$ cat src/design/psched_pkg.sv
// Package for the process scheduler: entry layout, result word, codes and FSM states.
// Used by psched_mem, psched_ctrl and process_scheduler_fifo_rr_priority_unit.
package psched_pkg;

  // Default ready queue depth.
  localparam int DEPTH_DEF = 16;
  // Width of the ready_count field in the result word.
  localparam int COUNT_W = 5;
  // Priority step taken off an entry whose slice has expired in priority mode.
  localparam logic signed [16:0] PRIO_DECAY = 17'sd2;

  // Operation codes carried in tuser.
  localparam logic OP_ARRIVE = 1'b0;
  localparam logic OP_TICK   = 1'b1;

  // Policy codes.
  localparam logic [1:0] MODE_FCFS = 2'd0;
  localparam logic [1:0] MODE_RR   = 2'd1;
  localparam logic [1:0] MODE_PRIO = 2'd2;

  // Configuration register indexes.
  localparam logic REG_POLICY = 1'b0;
  localparam logic REG_SLICE  = 1'b1;

  // One ready queue entry as held in the entry memory.
  typedef struct packed {
    logic [7:0]         id;
    logic signed [15:0] prio;
    logic [15:0]        need;
    logic [15:0]        used;
    logic [7:0]         slice;
  } entry_t;

  // Result of one item, handed from the controller to the output register.
  typedef struct packed {
    logic [COUNT_W-1:0] ready_count;
    logic [7:0]         retired_id;
    logic               retired_valid;
    logic [7:0]         running_id;
    logic               running_valid;
    logic               accepted;
  } res_t;

  // Controller sequencer states.
  typedef enum logic [3:0] {
    S_IDLE,
    S_RUN_CHK,
    S_SH_RD,
    S_SH_WR,
    S_TAIL_WR,
    S_SEL,
    S_SCAN,
    S_CH_RD,
    S_CH_WR,
    S_DONE
  } state_t;

endpackage

$ cat src/design/psched_mem.sv
// Entry memory of the ready queue: one write port, one read port, registered read data.
// Depends on psched_pkg for entry_t.
module psched_mem #(
  parameter int DEPTH = psched_pkg::DEPTH_DEF,
  parameter int IDX_W = $clog2(DEPTH)
) (
  input  logic                 clk,
  input  logic                 wr_en,
  input  logic [IDX_W-1:0]     wr_addr,
  input  psched_pkg::entry_t   wr_data,
  input  logic                 rd_en,
  input  logic [IDX_W-1:0]     rd_addr,
  output psched_pkg::entry_t   rd_data
);
  import psched_pkg::*;

  entry_t mem [DEPTH];
  entry_t rd_data_r;

  // Write port.
  always_ff @(posedge clk) begin
    if (wr_en) begin
      mem[wr_addr] <= wr_data;
    end
  end

  // Registered read port.
  always_ff @(posedge clk) begin
    if (rd_en) begin
      rd_data_r <= mem[rd_addr];
    end
  end

  assign rd_data = rd_data_r;

endmodule

$ cat src/design/psched_ctrl.sv
// Scheduler sequencer: arrival, retire, queue compaction, rotation, priority scan and charge.
// Depends on psched_pkg; drives the entry memory psched_mem through its ports.
module psched_ctrl #(
  parameter int DEPTH = psched_pkg::DEPTH_DEF,
  parameter int IDX_W = $clog2(DEPTH),
  parameter int CNT_W = $clog2(DEPTH + 1)
) (
  input  logic                clk,
  input  logic                rst_n,
  input  logic                start,
  output logic                ready,
  input  logic                op,
  input  logic [7:0]          process_id,
  input  logic signed [15:0]  start_priority,
  input  logic [15:0]         run_need,
  input  logic [1:0]          policy,
  input  logic [7:0]          time_slice,
  output logic                res_valid,
  input  logic                res_free,
  output psched_pkg::res_t    res,
  output logic                mem_wr_en,
  output logic [IDX_W-1:0]    mem_wr_addr,
  output psched_pkg::entry_t  mem_wr_data,
  output logic                mem_rd_en,
  output logic [IDX_W-1:0]    mem_rd_addr,
  input  psched_pkg::entry_t  mem_rd_data
);
  import psched_pkg::*;

  state_t state_r, state_nxt;

  logic [CNT_W-1:0] len_r, len_nxt;
  logic [IDX_W-1:0] run_slot_r, run_slot_nxt;
  logic             has_run_r, has_run_nxt;
  logic [1:0]       mode_r, mode_nxt;
  logic [IDX_W-1:0] idx_r, idx_nxt;
  logic             rot_r, rot_nxt;
  entry_t           cur_r, cur_nxt;
  logic [IDX_W-1:0] best_r, best_nxt;
  logic signed [15:0] best_prio_r, best_prio_nxt;
  logic [IDX_W-1:0] chosen_r, chosen_nxt;
  res_t             res_r, res_nxt;

  // Shared conditions.
  logic             has_run_eff;
  logic             retire_c, expire_c, sh_more_c, scan_more_c, full_c;
  logic             scan_take_c;
  logic [IDX_W-1:0] scan_best_c;
  logic signed [15:0] scan_prio_c;
  logic signed [16:0] decay_c;
  entry_t           charged_c;

  assign has_run_eff = has_run_r && (CNT_W'(run_slot_r) < len_r);
  assign full_c      = (len_r >= CNT_W'(DEPTH));
  assign retire_c    = (mem_rd_data.used >= mem_rd_data.need);
  assign expire_c    = (mode_r != MODE_FCFS) && (mem_rd_data.slice >= time_slice);
  assign sh_more_c   = (CNT_W'(idx_r) + CNT_W'(1)) < len_r;
  assign scan_more_c = (CNT_W'(idx_r) + CNT_W'(1)) < len_r;
  assign decay_c     = {mem_rd_data.prio[15], mem_rd_data.prio} - PRIO_DECAY;

  // Running best of the priority scan; a tie goes to the later entry.
  assign scan_take_c = (idx_r == '0) || (mem_rd_data.prio >= best_prio_r);
  assign scan_best_c = scan_take_c ? idx_r : best_r;
  assign scan_prio_c = scan_take_c ? mem_rd_data.prio : best_prio_r;

  // Chosen entry charged one tick: used always, slice only outside FCFS; both counters saturate.
  always_comb begin
    charged_c = mem_rd_data;
    if (mem_rd_data.used != 16'hFFFF) begin
      charged_c.used = mem_rd_data.used + 16'd1;
    end
    if ((mode_r != MODE_FCFS) && (mem_rd_data.slice != 8'hFF)) begin
      charged_c.slice = mem_rd_data.slice + 8'd1;
    end
  end

  // Next state.
  always_comb begin
    state_nxt = state_r;
    case (state_r)
      S_IDLE: begin
        if (start) begin
          if (op == OP_ARRIVE) begin
            state_nxt = S_DONE;
          end else if (has_run_eff) begin
            state_nxt = S_RUN_CHK;
          end else begin
            state_nxt = S_SEL;
          end
        end
      end
      S_RUN_CHK: begin
        if (retire_c || expire_c) begin
          state_nxt = S_SH_RD;
        end else if (mode_r != MODE_FCFS) begin
          state_nxt = S_CH_RD;
        end else begin
          state_nxt = S_SEL;
        end
      end
      S_SH_RD: begin
        if (sh_more_c) begin
          state_nxt = S_SH_WR;
        end else if (rot_r) begin
          state_nxt = S_TAIL_WR;
        end else begin
          state_nxt = S_SEL;
        end
      end
      S_SH_WR:   state_nxt = S_SH_RD;
      S_TAIL_WR: state_nxt = S_SEL;
      S_SEL: begin
        if (len_r == '0) begin
          state_nxt = S_DONE;
        end else if (mode_r == MODE_PRIO) begin
          state_nxt = S_SCAN;
        end else begin
          state_nxt = S_CH_RD;
        end
      end
      S_SCAN: begin
        if (!scan_more_c) begin
          state_nxt = S_CH_RD;
        end
      end
      S_CH_RD: state_nxt = S_CH_WR;
      S_CH_WR: state_nxt = S_DONE;
      S_DONE: begin
        if (res_free) begin
          state_nxt = S_IDLE;
        end
      end
      default: state_nxt = S_IDLE;
    endcase
  end

  // Outputs: handshake and memory commands.
  always_comb begin
    ready       = (state_r == S_IDLE);
    res_valid   = (state_r == S_DONE);
    mem_wr_en   = 1'b0;
    mem_wr_addr = '0;
    mem_wr_data = charged_c;
    mem_rd_en   = 1'b0;
    mem_rd_addr = '0;
    case (state_r)
      S_IDLE: begin
        if (start && (op == OP_ARRIVE) && !full_c) begin
          mem_wr_en   = 1'b1;
          mem_wr_addr = IDX_W'(len_r);
          mem_wr_data = '{id: process_id, prio: start_priority, need: run_need,
                          used: 16'd0, slice: 8'd0};
        end else if (start && (op == OP_TICK) && has_run_eff) begin
          mem_rd_en   = 1'b1;
          mem_rd_addr = run_slot_r;
        end
      end
      S_SH_RD: begin
        if (sh_more_c) begin
          mem_rd_en   = 1'b1;
          mem_rd_addr = idx_r + IDX_W'(1);
        end
      end
      S_SH_WR: begin
        mem_wr_en   = 1'b1;
        mem_wr_addr = idx_r;
        mem_wr_data = mem_rd_data;
      end
      S_TAIL_WR: begin
        mem_wr_en   = 1'b1;
        mem_wr_addr = IDX_W'(len_r - CNT_W'(1));
        mem_wr_data = cur_r;
      end
      S_SEL: begin
        if ((len_r != '0) && (mode_r == MODE_PRIO)) begin
          mem_rd_en   = 1'b1;
          mem_rd_addr = '0;
        end
      end
      S_SCAN: begin
        if (scan_more_c) begin
          mem_rd_en   = 1'b1;
          mem_rd_addr = idx_r + IDX_W'(1);
        end
      end
      S_CH_RD: begin
        mem_rd_en   = 1'b1;
        mem_rd_addr = chosen_r;
      end
      S_CH_WR: begin
        mem_wr_en   = 1'b1;
        mem_wr_addr = chosen_r;
        mem_wr_data = charged_c;
      end
      default: ;
    endcase
  end

  // Datapath register updates.
  always_comb begin
    len_nxt       = len_r;
    run_slot_nxt  = run_slot_r;
    has_run_nxt   = has_run_r;
    mode_nxt      = mode_r;
    idx_nxt       = idx_r;
    rot_nxt       = rot_r;
    cur_nxt       = cur_r;
    best_nxt      = best_r;
    best_prio_nxt = best_prio_r;
    chosen_nxt    = chosen_r;
    res_nxt       = res_r;
    case (state_r)
      S_IDLE: begin
        if (start) begin
          mode_nxt    = (policy inside {MODE_RR, MODE_PRIO}) ? policy : MODE_FCFS;
          has_run_nxt = has_run_eff;
          res_nxt     = '0;
          if ((op == OP_ARRIVE) && !full_c) begin
            len_nxt          = len_r + CNT_W'(1);
            res_nxt.accepted = 1'b1;
          end
        end
      end
      S_RUN_CHK: begin
        idx_nxt = run_slot_r;
        cur_nxt = mem_rd_data;
        if (retire_c) begin
          rot_nxt               = 1'b0;
          has_run_nxt           = 1'b0;
          res_nxt.retired_valid = 1'b1;
          res_nxt.retired_id    = mem_rd_data.id;
        end else if (expire_c) begin
          rot_nxt       = 1'b1;
          cur_nxt.slice = 8'd0;
          if (mode_r == MODE_PRIO) begin
            cur_nxt.prio = (decay_c[16] != decay_c[15]) ? 16'sh8000 : decay_c[15:0];
          end
        end else begin
          chosen_nxt = run_slot_r;
        end
      end
      S_SH_RD: begin
        if (!sh_more_c && !rot_r) begin
          len_nxt = len_r - CNT_W'(1);
        end
      end
      S_SH_WR: idx_nxt = idx_r + IDX_W'(1);
      S_SEL: begin
        idx_nxt    = '0;
        chosen_nxt = '0;
        if (len_r == '0) begin
          has_run_nxt  = 1'b0;
          run_slot_nxt = '0;
        end
      end
      S_SCAN: begin
        best_nxt      = scan_best_c;
        best_prio_nxt = scan_prio_c;
        idx_nxt       = idx_r + IDX_W'(scan_more_c);
        if (!scan_more_c) begin
          chosen_nxt = scan_best_c;
        end
      end
      S_CH_WR: begin
        run_slot_nxt          = chosen_r;
        has_run_nxt           = 1'b1;
        res_nxt.running_valid = 1'b1;
        res_nxt.running_id    = mem_rd_data.id;
      end
      default: ;
    endcase
    res_nxt.ready_count = COUNT_W'(len_nxt);
  end

  // Control state.
  always_ff @(posedge clk) begin
    if (!rst_n) begin
      state_r    <= S_IDLE;
      len_r      <= '0;
      run_slot_r <= '0;
      has_run_r  <= 1'b0;
    end else begin
      state_r    <= state_nxt;
      len_r      <= len_nxt;
      run_slot_r <= run_slot_nxt;
      has_run_r  <= has_run_nxt;
    end
  end

  // Working registers.
  always_ff @(posedge clk) begin
    mode_r      <= mode_nxt;
    idx_r       <= idx_nxt;
    rot_r       <= rot_nxt;
    cur_r       <= cur_nxt;
    best_r      <= best_nxt;
    best_prio_r <= best_prio_nxt;
    chosen_r    <= chosen_nxt;
    res_r       <= res_nxt;
  end

  assign res = res_r;

  // The queue never holds more entries than the memory has rows.
  a_len_bound: assert property (@(posedge clk) disable iff (!rst_n)
    len_r <= CNT_W'(DEPTH))
    else $error("queue length above depth");

  // Reads and writes never meet at one row in one cycle.
  a_no_rw_clash: assert property (@(posedge clk) disable iff (!rst_n)
    !(mem_wr_en && mem_rd_en && (mem_wr_addr == mem_rd_addr)))
    else $error("read and write to the same entry");

  // Between items the running slot lies inside the queue.
  a_run_inside: assert property (@(posedge clk) disable iff (!rst_n)
    (state_r == S_IDLE) && has_run_r |-> CNT_W'(run_slot_r) < len_r)
    else $error("running slot outside the queue");

  // The length moves by at most one entry per cycle.
  a_len_step: assert property (@(posedge clk) disable iff (!rst_n)
    $past(rst_n) |-> (len_r == $past(len_r)) || (len_r == $past(len_r) + CNT_W'(1))
                     || (len_r == $past(len_r) - CNT_W'(1)))
    else $error("queue length jumped");

endmodule

$ cat src/design/process_scheduler_fifo_rr_priority_unit.sv
// Top level of the process scheduler: configuration registers, output register, instances.
// Depends on psched_pkg, psched_mem and psched_ctrl.
//
//  Channel  Direction  Handshake               Word
//  in_      slave      in_tvalid / in_tready   tuser op, tdata id, priority, need
//  out_     master     out_tvalid / out_tready tdata result fields
//  cfg_     slave      cfg_valid / cfg_ready   cfg_index, cfg_data
//
// A tick does more work than an arrival: it moves up every entry behind a retired or
// rotated one, and in priority mode it scans every queue entry, as every shift and scan
// step goes through the single read port of the entry memory.
// Reset is synchronous and empties the queue at once; entry rows are not cleared.
// A finished result waits in the output register; the next word is taken only once
// it can be handed on. Configuration writes are always ready.
module process_scheduler_fifo_rr_priority_unit #(
  parameter int QUEUE_DEPTH = psched_pkg::DEPTH_DEF
) (
  input  logic        clk,
  input  logic        rst_n,
  input  logic        in_tvalid,
  output logic        in_tready,
  input  logic [39:0] in_tdata,   // process_id [7:0], start_priority [23:8], run need [39:24]
  input  logic        in_tuser,   // op [0]
  output logic        out_tvalid,
  input  logic        out_tready,
  output logic [23:0] out_tdata,  // accepted [0], running_valid [1], running_id [9:2],
                                  // retired_valid [10], retired_id [18:11], ready_count [23:19]
  input  logic        cfg_valid,
  output logic        cfg_ready,
  input  logic        cfg_index,
  input  logic [7:0]  cfg_data
);
  import psched_pkg::*;

  localparam int IDX_W = (QUEUE_DEPTH > 1) ? $clog2(QUEUE_DEPTH) : 1;
  localparam int CNT_W = $clog2(QUEUE_DEPTH + 1);

  logic [1:0]  policy_r;
  logic [7:0]  slice_r;
  logic        out_valid_r, out_valid_nxt;
  res_t        out_res_r;

  logic        ctrl_ready, res_valid, res_free;
  res_t        res;
  logic             mem_wr_en, mem_rd_en;
  logic [IDX_W-1:0] mem_wr_addr, mem_rd_addr;
  entry_t           mem_wr_data, mem_rd_data;

  assign cfg_ready = 1'b1;
  assign in_tready = ctrl_ready;

  // Configuration registers.
  always_ff @(posedge clk) begin
    if (!rst_n) begin
      policy_r <= MODE_FCFS;
      slice_r  <= 8'd1;
    end else if (cfg_valid && cfg_ready) begin
      case (cfg_index)
        REG_POLICY: policy_r <= cfg_data[1:0];
        REG_SLICE:  slice_r  <= cfg_data;
        default: ;
      endcase
    end
  end

  // Output register between the controller and the result channel.
  assign res_free = !out_valid_r || out_tready;

  always_comb begin
    out_valid_nxt = out_valid_r;
    if (res_valid && res_free) begin
      out_valid_nxt = 1'b1;
    end else if (out_tready) begin
      out_valid_nxt = 1'b0;
    end
  end

  always_ff @(posedge clk) begin
    if (!rst_n) begin
      out_valid_r <= 1'b0;
    end else begin
      out_valid_r <= out_valid_nxt;
    end
  end

  always_ff @(posedge clk) begin
    if (res_valid && res_free) begin
      out_res_r <= res;
    end
  end

  assign out_tvalid = out_valid_r;
  assign out_tdata  = out_res_r;

  psched_ctrl #(
    .DEPTH (QUEUE_DEPTH),
    .IDX_W (IDX_W),
    .CNT_W (CNT_W)
  ) u_ctrl (
    .clk            (clk),
    .rst_n          (rst_n),
    .start          (in_tvalid && in_tready),
    .ready          (ctrl_ready),
    .op             (in_tuser),
    .process_id     (in_tdata[7:0]),
    .start_priority (in_tdata[23:8]),
    .run_need       (in_tdata[39:24]),
    .policy         (policy_r),
    .time_slice     (slice_r),
    .res_valid      (res_valid),
    .res_free       (res_free),
    .res            (res),
    .mem_wr_en      (mem_wr_en),
    .mem_wr_addr    (mem_wr_addr),
    .mem_wr_data    (mem_wr_data),
    .mem_rd_en      (mem_rd_en),
    .mem_rd_addr    (mem_rd_addr),
    .mem_rd_data    (mem_rd_data)
  );

  psched_mem #(
    .DEPTH (QUEUE_DEPTH),
    .IDX_W (IDX_W)
  ) u_mem (
    .clk     (clk),
    .wr_en   (mem_wr_en),
    .wr_addr (mem_wr_addr),
    .wr_data (mem_wr_data),
    .rd_en   (mem_rd_en),
    .rd_addr (mem_rd_addr),
    .rd_data (mem_rd_data)
  );

endmodule
$ cat config.mk
export PLATFORM = sky130hd
export DESIGN_NAME = process_scheduler_fifo_rr_priority_unit
export DESIGN_NICKNAME = d
export VERILOG_FILES = /design/src/design/psched_pkg.sv /design/src/design/psched_mem.sv /design/src/design/psched_ctrl.sv /design/src/design/process_scheduler_fifo_rr_priority_unit.sv
export SDC_FILE = /design/constraint.sdc
export NUM_CORES = 2
export LEC_CHECK = 0
export ABC_AREA = 0
export BUFFER_PORTS_ARGS = -buffer_cell sky130_fd_sc_hd__buf_2
export CORE_UTILIZATION = 35
export DETAILED_ROUTE_END_ITERATION = 10
export PLACE_DENSITY = 0.54
export REMOVE_ABC_BUFFERS = 1
export SLEW_MARGIN = 10
export SYNTH_ARGS = -nofsm -noshare
export SYNTH_HDL_FRONTEND = slang
export SYNTH_SLANG_ARGS = --single-unit
$ cat constraint.sdc
create_clock -name clk -period 6.21 [get_ports clk]
set_clock_uncertainty 0.2 [all_clocks]
set_input_delay 0.3105 -clock clk [delete_from_list [all_inputs] [get_ports clk]]
set_output_delay 0.3105 -clock clk [all_outputs]
set_load 0.01 [all_outputs]
# Word level (Yosys, flattened, before mapping)
# Memory sizes are Yosys's and may differ from the RTL's. A register that Yosys moved wholly into a read port is not among the register bits.
# Index checks and enable logic that the tools add are counted.
[classes]
n_addsub = 8
magnitude_cmp = 6
n_eq_ne = 22
muxes = 61
n_bitwise = 2
reduce_logical = 46
[ops]
columns = ["operator", "count"]
rows = [
  ["64-bit case mux with 3 select lines", 1],
  ["16-bit 2-to-1 mux", 5],
  ["4-bit 2-to-1 mux", 16],
  ["64-bit 2-to-1 mux", 1],
  ["4-bit case mux with 10 select lines", 1],
  ["9-bit case mux with 2 select lines", 2],
  ["16-bit greater-or-equal comparator", 2],
  ["4-bit case mux with 4 select lines", 2],
  ["8-bit 2-to-1 mux", 3],
  ["4-bit case mux with 3 select lines", 2],
  ["19-bit 2-to-1 mux", 1],
  ["16-bit by 3-bit subtractor with 17-bit output (second input constant)", 1],
  ["16-bit by 1-bit adder with 16-bit output (second input constant)", 1],
  ["4-bit by 3-bit equality test with 1-bit output (second input constant)", 4],
  ["1-bit 2-to-1 mux", 16],
  ["16-bit != test (second input constant)", 1],
  ["5-bit 2-to-1 mux", 3],
  ["2-bit AND reduction", 7],
  ["2-bit nonzero test", 7],
  ["1-bit logical AND", 12],
  ["5-bit case mux with 2 select lines", 1],
  ["9-bit 2-to-1 mux", 1],
  ["8-bit by 1-bit adder with 8-bit output (second input constant)", 1],
  ["4-bit by 2-bit equality test with 1-bit output (second input constant)", 2],
  ["other kinds (34)", 52],
]
[totals]
regBits = 168
ram_bits = 1024
in_bits = 55
output_inout_bits = 27
wordCells = 176
n_memories = 1
[mem_list]
columns = ["name", "words", "word_bits", "rd", "rd_clocked_by_memory_dff", "write_ports", "line_no", "rtl"]
rows = [
  ["u_mem.mem", 16, 64, 1, 1, 1, "psched_mem.sv:17", "entry_t mem [DEPTH];"],
]

# Depth between registers and ports, before layout
[logic_depth]
ltp_word = 8
ltp_mapped = 20
depth_no_buf = 14

# By module
# A second synthesis with hierarchy kept.
[unflattened]
hier_cells = 2641
area_unflattened_um2 = 50094.3
[modules_own_cells]
columns = ["mod", "n_inst", "cells_per_inst", "area_each_um2", "seq_area_each_um2"]
rows = [
  ["psched_mem", 1, 1647, 40222.3, 32671.3],
  ["psched_ctrl", 1, 916, 8679.6, 3803.6],
  ["process_scheduler_fifo_rr_priority_unit", 1, 78, 1192.4, 940.9],
]

# Worst setup path after synthesis
# No wires, ideal clock.
[synth_timing]
path_type = "register to register"
startpoint = "register u_ctrl.state_r[2]"
endpoint = "register u_ctrl.res_r, in the netlist u_ctrl.res[10] (enable)"
setup_time_ns = 0.348
t_arrival_ns = 6.230
required_ns = 5.662
setup_slack_ns = -0.568
path_stages_with_launch = 7
n_path_buf = 3
period_less_slack_ns = 6.778
path_cell_list = "dfxtp_1 clkbuf_1 clkbuf_1 clkbuf_1 nor3_1 nand2_1 nand2_1"
[synth_between]
elab_chain_cells = 4
word_cells_on_any_way = 7
cone_classes = "eq/ne: 3; reduce/logical: 4"
[synth_rtl]
columns = ["element", "line_no", "rtl"]
rows = [
  ["from (decl)", "psched_ctrl.sv:30", "state_t state_r, state_nxt;"],
  ["from (signal assigned)", "psched_ctrl.sv:283", "state_r <= state_nxt;"],
  ["4-bit logical NOT", "psched_ctrl.sv:139, psched_ctrl.sv:212", ""],
  ["1-bit logical AND", "process_scheduler_fifo_rr_priority_unit.sv:102", ".start (in_tvalid && in_tready),"],
  ["2-bit by 1-bit != test with 1-bit output (no source line)", "n/a", ""],
  ["3-bit AND reduction (no source line) (*)", "n/a", ""],
  ["to (signal assigned)", "psched_ctrl.sv:299", "res_r <= res_nxt;"],
  ["to (decl)", "psched_ctrl.sv:42", "res_t res_r, res_nxt;"],
]
# Mark *: on every way between the ends. The rest lies on a longest branch, timed or not.
# A chain may end at the register's enable or synchronous reset.

# Worst setup path after layout
[layout_timing]
startpoint = "register u_ctrl.idx_r[0]"
endpoint = "register, netlist name u_mem.rd_data[17]"
[layout_between]
elab_chain_cells = 4
word_cells_on_any_way = 7
cone_classes = "add/sub: 2; order compare: 1; mux: 4"
[layout_rtl]
columns = ["element", "line_no", "rtl"]
rows = [
  ["from (decl)", "psched_ctrl.sv:36", "logic [IDX_W-1:0] idx_r, idx_nxt;"],
  ["from (signal assigned)", "psched_ctrl.sv:293", "idx_r <= idx_nxt;"],
  ["4-bit by 1-bit adder with 5-bit output", "psched_ctrl.sv:57, psched_ctrl.sv:58", ""],
  ["5-bit less-than comparator", "psched_ctrl.sv:57, psched_ctrl.sv:58", ""],
  ["1-bit 2-to-1 mux or 4-bit 2-to-1 mux (tied branches)", "psched_ctrl.sv:159, psched_ctrl.sv:181", ""],
  ["1-bit case mux with 4 select lines or 4-bit case mux with 3 select lines (tied branches)", "psched_ctrl.sv:146", "case (state_r)"],
]
# Several ways; a longest one is shown, not always the timed one.

==> flow_summary.ini <==
[status]
status = complete, no violations

[die]
die_x_um = 384
coreArea_mm2 = 0.144
dieArea_mm2 = 0.148
row_count = 139
ioPinCount = 82
die_h_um = 384
start_util = 0.354

[yosys]
synth_cell_types = 74
ys_seq_area_frac = 0.732
yosysWarnings = 0
yosys-top-cells-area = edfxtp_1 (72%), mux4_2 (8.5%), nand2_1 (1.5%)
synth_top_cell_area_share = 0.720
synth_edf_count = 1226
yosys.area.top_type = edfxtp_1
syn_area_mm2 = 0.0511
ys_ff_latch = 1256
synthCells = 2956
post_synth.cell_area_avg_um2 = 17.3
async_reset_ff_frac = 0
ys.flop_type = edfxtp_1

[power_and_ir_drop]
ir_worst_vdd_v = 0.000381
p_leak_nw = 19.1
powerDensity_mw_per_mm2 = 457

[worst_hold_path]
hp-class = in2reg
hold_end = u_mem.mem[5][42]$_DFFE_PP_
min_from = in_tdata[10]
holdPathStages = 3

[timing]
rsz0062_at_grt = false
fin_hold_ws_ps = 34.5
report.final.slew_viol_count = 0
final-setup-viol-count = 0
post-route-period-util = 0.816
relSlewSlack = 0.235
timing.final.crit_period_ps = 5070
fin_tns_setup_ps = 0
tightest_slew_ps = 1150
hold_viol_final = 0
fmax_mhz = 197

[cells_and_area]
fin_nets = 3226
post_route_cells_drive_above_1_share = 0.183
diodes = 0
synthToLayoutAreaGrowth_pct = 15.1
fill_cells = 12900

[detailed_routing]
drt_iter0_drc = 2840
ant_nets = 0
route.detailed.drc = 0
post_drt_wl_per_cell_um = 26.4
vias = 28600
firstDrtPassIters = 8
drt-total-wl_um = 135000
routed_via_density = 5.58

[grt]
met2_usage = 0.279
grt_pass1_vias = 28200
grt_pass1_wl_um = 197000
grtUsageMet3 = 0.0305
grt.overflow.total = 0
top_usage_layer = met2
grt_util_met1 = 0.267
track_usage = 0.183
grt_max_degree = 65
antenna_found_initial = 2

[setup_path]
slowest_delay_ps = 620
worstPathRequired_ps = 6480
cp-end-kind = flop
r2r_start = u_ctrl.idx_r[0]$_DFFE_PP_
path_buf_inv = 1
cp-start-kind = flop
cp_slowest_cell = a21oi_4
crit_top_cell = ha_1
critical_path.cell_chain = ha_1 -> xor2_1 -> ha_1 -> a21o_1 -> a31oi_1 -> o21a_4 -> ha_1 -> nor2b_1 -> a31oi_1 -> nor3_1 -> a21oi_4 -> buf_4 -> mux4_2 -> nand3_1 -> nand4_1
r2r_cells = 15
critPathMaxFanout = 33
crit_family = compound AO/OA/AOI/OAI gates
arrival_ps = 5340
worstReg2RegEnd = u_mem.rd_data[17]$_DFFE_PP_
critPathKind = reg2reg
ff2ff_setup_slack_ps = 1140
cp.depth = 15

[clock_network]
cts_sinks = 1256
cts_tree = yes
root_buffer = clkbuf_16
clock_latency_ps = 750
htree_levels = 4
path_clk_slew_ps = 60
cts_made_buffers = 132
max-clock-path-buffers = 3

[flow_run]
drv_cap = 0

[placed_design]
post-dp-hpwl_um = 71700
portBuffers = 80
routabilityCongestion = 0.823
-- flip-flops by register name, summed over array words and instances (netlist names) --
register / cells
u_ctrl.run_slot_r: 4
u_mem.mem: 1024
u_ctrl.chosen_r: 4
u_ctrl.rot_r: 1
u_ctrl.state_r: 4
u_ctrl.has_run_r: 1
u_ctrl.best_prio_r: 16
u_ctrl.res: 24
out_tdata: 24
slice_r: 8
u_ctrl.len_r: 5
u_ctrl.mode_r: 2
u_ctrl.best_r: 4
out_tvalid: 1
u_ctrl.idx_r: 4
policy_r: 2
u_mem.rd_data: 64
u_ctrl.cur_r: 64
-- area by class of cell --
cell class | count | area [µm²] | share of cell area
Tap cell | 1903 | 2380 | 0.0405
Clock buffer | 170 | 3600 | 0.0613
Clock inverter | 64 | 510 | 0.00868
Sequential cell | 1256 | 37400 | 0.636
Inverter | 165 | 619 | 0.0105
Timing Repair Buffer | 207 | 1830 | 0.0312
Multi-Input combinational cell | 1350 | 12500 | 0.212
-- cell usage in the layout, fill, tap and decap left out, types with 66 or more instances in the layout --
cell / instances
nand3_1: 100
edfxtp_1: 1226
buf_2: 80
a211oi_1: 66
nand4_1: 76
nand2_1: 211
clkbuf_16: 139
mux2i_1: 67
mux4_2: 192
inv_1: 163
-- worst reg2reg max path: stages, from the launching register on --
cell and delay (ps):
edfxtp_1 530, ha_1 310, xor2_1 190, ha_1 330
a21o_1 110, a31oi_1 40, o21a_4 390, ha_1 260
nor2b_1 120, a31oi_1 180, nor3_1 90, a21oi_4 620
buf_4 610, mux4_2 620, nand3_1 90, nand4_1 100
-- metal layers --
metal / vias up / wire length [µm]
li1: 12300 / -
met1: 15000 / 60300
met2: 1084 / 61700
met3: 190 / 9790
met4: 0 / 3300
met5: - / 0
-- logic make-up after synthesis --
kind of cell	Yosys count	synth area share
AOI/OAI and AO/OA	431	0.0672
DFF	1256	0.732
adders and majority gates	59	0.0144
buffers and inverters	350	0.0296
other	1	0.0000733
muxes	265	0.0990
xor gates and xnor gates	9	0.00154
and+or+nand+nor	585	0.0566
-- synthesized netlist by cell type (5+ instances only) --
master     number
edfxtp_1     1226
nand2_1       211
mux4_2        192
inv_1         163
clkbuf_1      115
nand3_1       100
nand4_1        76
mux2i_1        67
a211o_1        66
a211oi_1       66
a2111oi_0      65
nor2_1         63
ha_1           59
a222oi_1       41
o21ai_0        36
a21oi_1        35
dfxtp_1        30
buf_2          29
a221o_1        27
buf_4          26
nor3_1         22
and3_1         20
and2_1         17
nor4_1         17
a31oi_1        12
or3_1          12
a21o_1         11
nand2b_1       11
o21a_1         11
buf_1           9
a22oi_1         8
and3b_1         8
nor2b_1         7
xnor2_1         7
a22o_1          6
mux2_2          6
nor3b_1         6
and4_1          5
buf_8           5
-- power breakdown --
group	total, mW	switching, mW	leakage (nW)	internal (mW)
Combinational	6.68	4.67	5.71	2.02
Sequential	12.6	0.488	11.4	12.1
Clock	7.61	3.23	2.00	4.39
-- through the flow --
stage / utilization / total power [mW] / worst slack (ps) / std cells / instance area [µm²]
3_5_place_dp: 0.376 / 19.5 / 1180 / 4843 / 54300
3_3_place_gp: 0.376 / 19.4 / 1230 / 4843 / 54300
2_1_floorplan: - / 17.0 / -9980 / 2771 / 50200
4_1_cts: 0.408 / 27.1 / 1150 / 5114 / 58800
6_report: 0.408 / 26.9 / 1140 / 5115 / 58800
5_1_grt: 0.408 / 28.0 / 858 / 5115 / 58800
-- how the worst max path moves through the flow --
stage,start,endpoint,slack [ps]
6_report,u_ctrl.idx_r[0]$_DFFE_PP_,u_mem.rd_data[17]$_DFFE_PP_,1140
5_1_grt,u_ctrl.idx_r[0]$_DFFE_PP_,u_mem.rd_data[15]$_DFFE_PP_,860
4_1_cts,u_ctrl.idx_r[0]$_DFFE_PP_,u_mem.rd_data[17]$_DFFE_PP_,1150
3_5_place_dp,u_ctrl.idx_r[0]$_DFFE_PP_,u_mem.rd_data[13]$_DFFE_PP_,1180
3_3_place_gp,u_ctrl.idx_r[0]$_DFFE_PP_,u_mem.rd_data[27]$_DFFE_PP_,1230
2_1_floorplan,u_ctrl.idx_r[0]$_DFFE_PP_,u_mem.rd_data[0]$_DFFE_PP_,-9980
-- timing repair --
| item | 4_1_cts | 5_1_grt |
|---|---|---|
| setup buffers | 0 | 0 |
| gates resized for setup | 0 | 0 |
| hold buffers | 37 | 0 |
| hold endpoints to repair | 46 | 0 |
No activity file was read; power rests on OpenSTA's default activity.
